===== src/sv/tarc_pkg.sv =====
package tarc_pkg;

    localparam int ACC_FRAC  = 24;
    localparam int NORM_TOP  = 61;
    localparam int HALF_TURN = 180;
    localparam int CW        = 64;   // CORDIC datapath width

    localparam logic [63:0] FULL_Z    = 64'(HALF_TURN) << ACC_FRAC;
    localparam logic [63:0] QUARTER_Z = (64'(HALF_TURN) << ACC_FRAC) >> 1;

    typedef enum logic [0:0] {
        REG_MIN = 1'b0,
        REG_MAX = 1'b1
    } reg_idx_t;

    function automatic logic [31:0] atan_deg(input int i);
        logic [31:0] t;
        begin
            case (i)
                0:  t = 32'd754974720;
                1:  t = 32'd445687602;
                2:  t = 32'd235489088;
                3:  t = 32'd119537938;
                4:  t = 32'd60000934;
                5:  t = 32'd30029717;
                6:  t = 32'd15018523;
                7:  t = 32'd7509720;
                8:  t = 32'd3754917;
                9:  t = 32'd1877466;
                10: t = 32'd938734;
                11: t = 32'd469367;
                12: t = 32'd234684;
                13: t = 32'd117342;
                14: t = 32'd58671;
                15: t = 32'd29335;
                16: t = 32'd14668;
                17: t = 32'd7334;
                18: t = 32'd3667;
                19: t = 32'd1833;
                20: t = 32'd917;
                21: t = 32'd458;
                22: t = 32'd229;
                23: t = 32'd115;
                24: t = 32'd57;
                25: t = 32'd29;
                26: t = 32'd14;
                27: t = 32'd7;
                28: t = 32'd4;
                29: t = 32'd2;
                30: t = 32'd1;
                default: t = 32'd0;
            endcase
            return t;
        end
    endfunction

    // special-case codes carried beside the CORDIC
    typedef struct packed {
        logic dneg;
        logic xz;
        logic yz;
    } corner_flags_t;

endpackage


===== src/sv/tarc_merge.sv =====
// Combine lane angles and window test into one result register.
module tarc_merge import tarc_pkg::*; (
    input  logic        clk,
    input  logic        en,
    input  logic [15:0] ang_a,
    input  logic [15:0] ang_b,
    input  logic [15:0] ang_c,
    input  logic [15:0] min_angle,
    input  logic [15:0] max_angle,
    output logic [15:0] out_a,
    output logic [15:0] out_b,
    output logic [15:0] out_c,
    output logic        out_flag
);
    logic [15:0] a_reg, b_reg, c_reg;
    logic        flag_reg;

    always_ff @(posedge clk)
    begin
        if (en)
        begin
            a_reg    <= ang_a;
            b_reg    <= ang_b;
            c_reg    <= ang_c;
            flag_reg <= (ang_a < min_angle) || (ang_a > max_angle) ||
                        (ang_b < min_angle) || (ang_b > max_angle) ||
                        (ang_c < min_angle) || (ang_c > max_angle);
        end
    end

    assign out_a    = a_reg;
    assign out_b    = b_reg;
    assign out_c    = c_reg;
    assign out_flag = flag_reg;
endmodule


===== config.mk =====
export PLATFORM = sky130hd
export DESIGN_NAME = tarc_merge
export DESIGN_NICKNAME = d
export VERILOG_FILES = /design/src/sv/tarc_pkg.sv /design/src/sv/tarc_merge.sv
export SDC_FILE = /design/constraint.sdc
export NUM_CORES = 1
export LEC_CHECK = 0
export BUFFER_PORTS_ARGS = -buffer_cell sky130_fd_sc_hd__buf_2
export CAP_MARGIN = 20
export CORE_ASPECT_RATIO = 1.25
export CORE_MARGIN = 2
export CORE_UTILIZATION = 40
export CTS_BUF_LIST = sky130_fd_sc_hd__clkbuf_8
export DETAILED_ROUTE_END_ITERATION = 6
export PLACE_DENSITY = 0.69
export REMOVE_ABC_BUFFERS = 1
export SETUP_SLACK_MARGIN = 0.2
export SYNTH_ARGS = -nofsm -noshare
export SYNTH_HDL_FRONTEND = slang
export SYNTH_SLANG_ARGS = --single-unit

===== constraint.sdc =====
create_clock -name clk -period 4.1 [get_ports clk]
set_input_delay 0.41 -clock clk [delete_from_list [all_inputs] [get_ports clk]]
set_output_delay 0.41 -clock clk [all_outputs]
set_load 0.1 [all_outputs]

* Word-level counts from Yosys, hierarchy flattened
Cells that the tools add are included.
** Word-level totals
- Bits in registers :: 49
- Word-level logic and storage cells :: 15
** Cells by class
- $lt $le $gt $ge :: 6
- Reductions and logical operators :: 5
** Operator list (number)
- 16-bit > comparator :: 3
- 16-bit < comparator :: 3
- 1-bit logical OR :: 5

* Longest topological paths before layout
- Depth in word-level cells :: 6
- Gate-level depth with buffers :: 8
- Depth with buffers taken out :: 8

* Worst setup path after synthesis
OpenSTA, ideal clock, no wires.
- Kind :: input port to flip-flop
- Start :: input port max_angle[15]
- End :: register flag_reg, in the netlist out_flag (data pin)
- Library setup time :: 0.270 ns
- Arrival :: 1.646 ns
- Data required time :: 3.830 ns
- Slack :: 2.184 ns
- Stages :: 8
- Cells stage by stage :: inv_1 > ha_1 > nand2_2 > nor4_2 > and4_1 > a21oi_1 > a311oi_1 > nand4b_1
** Between the ends
- Word-level cells in the longest chain between the ends :: 6
- Elaborated cells on any way between the ends :: 8
- Those cells by class :: order compare: 3; reduce/logical: 5
** Ends and longest elaborated chain
- start, declared :: RTL line tarc_merge.sv:9 : input logic [15:0] max_angle,
- 16-bit > comparator :: RTL line tarc_merge.sv:25 : flag_reg <= (ang_a < min_angle) || (ang_a > max_angle) ||
- 1-bit logical OR (2 in series) :: RTL line tarc_merge.sv:25
- 1-bit logical OR (2 in series) :: RTL line tarc_merge.sv:26 : (ang_b < min_angle) || (ang_b > max_angle) ||
- 1-bit logical OR * :: RTL line tarc_merge.sv:27 : (ang_c < min_angle) || (ang_c > max_angle);
- end signal, assigned :: RTL line tarc_merge.sv:25
- end, declared :: RTL line tarc_merge.sv:16 : logic flag_reg;
Every way passes the cells marked *; elsewhere a longest branch is shown, timed or not.
A chain may end at the register's enable or synchronous reset.

* Worst setup path after layout
- Start :: input port min_angle[15]
- End :: register flag_reg, in the netlist out_flag (data pin)
** Between the ends
- Word-level cells in the longest chain between the ends :: 6
- Elaborated cells on any way between the ends :: 8
- Those cells by class :: order compare: 3; reduce/logical: 5
** Ends and longest elaborated chain
- start, declared :: RTL line tarc_merge.sv:8 : input logic [15:0] min_angle,
- 16-bit < comparator :: RTL line tarc_merge.sv:25
- 1-bit logical OR (2 in series) :: RTL line tarc_merge.sv:25
- 1-bit logical OR :: RTL line tarc_merge.sv:26
- 1-bit logical OR * :: RTL line tarc_merge.sv:26
- 1-bit logical OR * :: RTL line tarc_merge.sv:27
Marked as above.

==> impl_metrics.json <==
{
  "startpoint_type": "input port",
  "die-height_um": 109.8,
  "root_buffer": "clkbuf_8",
  "ys_ff_latch": 49,
  "area_growth_pct": 25.55,
  "grt_use_total_pct": 19.28,
  "rsz0062_at_grt": "false",
  "grt_overflow_total": 0,
  "end_kind": "flop",
  "place_ws_ns": 1.863,
  "finalSetupViolCount": 0,
  "drv_slew": 0,
  "cts_resized": 0,
  "antenna_left": 0,
  "numCtsBuffers": 5,
  "powerDensity_nw_per_um2": 328.6,
  "timing.final.crit_share_pct": 46.98,
  "num_rows": 38,
  "max_cap_violations": 0,
  "critPathArrivalTime_ns": 1.98,
  "synth_area_um2": 3585,
  "fin_ws_ns": 2.174,
  "drive_above_1_share_pct": 31.15,
  "timing.fmax_mhz": 519.1,
  "finalCriticalPeriod_ns": 1.926,
  "cts_hold_buf": 0,
  "first_global_vias": 3029,
  "cts_sinks": 49,
  "relSlewSlack_pct": 59.39,
  "holdWs_ns": 0.2987,
  "synthDistinctLibCells": 37,
  "cts_setup_buffers": 0,
  "drc": 0,
  "grt_max_degree": 50,
  "grt_pass1_wl_um": 14280,
  "ys.flop_type": "edfxtp_1",
  "diodes": 0,
  "ios": 131,
  "die_w_um": 88.67,
  "antenna_found_initial": 0,
  "synth_top_area_share_pct": 41.05,
  "finalHoldViolCount": 0,
  "status": "finished, final reports clean",
  "postLayoutCoreUtil_pct": 51.73,
  "synth-edff-count": 49,
  "postSynthCellCount": 320,
  "cts_tree": "yes",
  "crit_required_ns": 4.16,
  "first_iter_violations": 142,
  "peakVddDrop_mv": 0.1449,
  "clockBufferDepth": 2,
  "synthArstFlopShare_pct": 0,
  "firstDrtPassIters": 4,
  "synth.area.top_cells": "edfxtp_1, ha_1, a21oi_1, inv_1, nand4_1",
  "tns_ns": 0,
  "ys_seq_area_share_pct": 41.05,
  "portBuffers": 130,
  "fp.coreArea_um2": 8701,
  "hpwl_um": 7969,
  "holdCritPathClass": "input port to flop",
  "start_util_pct": 41.20,
  "routed_wl_um": 9331,
  "path_max_fanout": 3,
  "h-tree-depth": 2,
  "leakage_nw": 2.220,
  "wire_per_inst_um": 16.12,
  "fillCellCount": 823,
  "fin_nets": 633,
  "worst_slew_pin_slew_ns": 0.6091,
  "yosysWarnings": 0,
  "synth_area_per_cell_um2": 11.20,
  "dieArea_um2": 9740,
  "clkTransAtPathRegs_ns": 0.09,
  "crit_type": "input port to flop",
  "vias": 2974,
  "yosysTopAreaCell": "edfxtp_1",
  "viasPerCell": 5.136,
  "place.gp.congestion": 0.9289
}
[logic make-up (layout without fill, tap and decap cells)]
kind of cell    after synthesis  count (layout)  synth area share (%)
fa+ha+maj                    93              93                 32.46
compound gates               77              77                 12.91
simple gates                 66              66                 9.913
flops                        49              49                 41.05
buf+inv                      35             174                 3.665
[worst paths after layout]
| check | startpoint | end | slack, ns | depth (start not counted) |
|---|---|---|---|---|
| setup / recovery | min_angle[15] | out_flag | 2.17 | 9 |
| hold / removal | ang_b[0] | out_b[0] | 0.30 | 1 |
[metal layers]
layer  part of all wire, %  track usage (%)  up-vias
li1                      -                -     1500
met1                    41            22.86     1368
met2                    52            34.97       93
met3                   5.4            3.303       13
met4                   1.8            5.952        0
met5                     0                0        -
[through the flow]
| stage | instance area [µm²] | power (mW) | std cells |
|---|---|---|---|
| finish | 4501 | 1.479 | 579 |
| global route | 4501 | 1.555 | 579 |
| CTS | 4473 | 1.493 | 578 |
| detailed placement | 4385 | 1.205 | 570 |
| global placement | 4385 | 1.198 | 570 |
| floorplan | 3585 | 1.052 | 320 |
[layout by cell type (no fill, tap or decap), types with 4 or more instances in the layout]
| cell | count |
|---|---|
| a21o_1 | 6 |
| a21oi_1 | 35 |
| buf_2 | 130 |
| clkbuf_8 | 5 |
| edfxtp_1 | 49 |
| ha_1 | 93 |
| inv_1 | 36 |
| nand2_1 | 18 |
| nand3_1 | 4 |
| nand4_1 | 13 |
| nor2_1 | 12 |
| nor3_1 | 4 |
| o21ai_0 | 14 |
[power by group]
| part | total, mW | internal (mW) | switching (mW) | leakage (nW) |
|---|---|---|---|---|
| logic | 0.594 | 0.142 | 0.452 | 1.70 |
| clock network | 0.283 | 0.118 | 0.165 | 0.0416 |
| registers | 0.602 | 0.594 | 0.00846 | 0.480 |
[state kept, by name, summed over array words and instances (netlist names)]
name and cells:
out_a 16, out_b 16, out_c 16, out_flag 1
[cell usage after synthesis (2+ instances only)]
cell,n
nor2b_1,3
edfxtp_1,49
inv_1,35
nor4_1,2
a211o_1,2
o21ai_0,14
nand3_1,4
o21a_1,3
a21boi_0,2
nand2_1,18
nor3_1,4
a211oi_1,3
nor2_1,12
nand2b_1,2
a21oi_1,35
nand4_1,13
ha_1,93
a21o_1,6
a31oi_1,2
[final cells by class]
| cell class | instances | area [µm²] | share of cell area [%] |
|---|---|---|---|
| Clock buffer | 5 | 68.82 | 1.529 |
| Multi-Input combinational cell | 236 | 1982 | 44.04 |
| Clock inverter | 3 | 18.77 | 0.4170 |
| Inverter | 35 | 131.4 | 2.919 |
| Tap cell | 120 | 150.1 | 3.336 |
| Sequential cell | 49 | 1471 | 32.69 |
| Timing Repair Buffer | 131 | 678.2 | 15.07 |
[worst max-delay path, cell delays in order]
cell and delay (ns):
buf_2 0.07, inv_1 0.07, ha_1 0.32, nand4_1 0.17, nor4_1 0.34, a21oi_1 0.11, o21a_1 0.12, a311oi_1 0.24
nand4b_1 0.13
(Power assumes the default switching activity.)
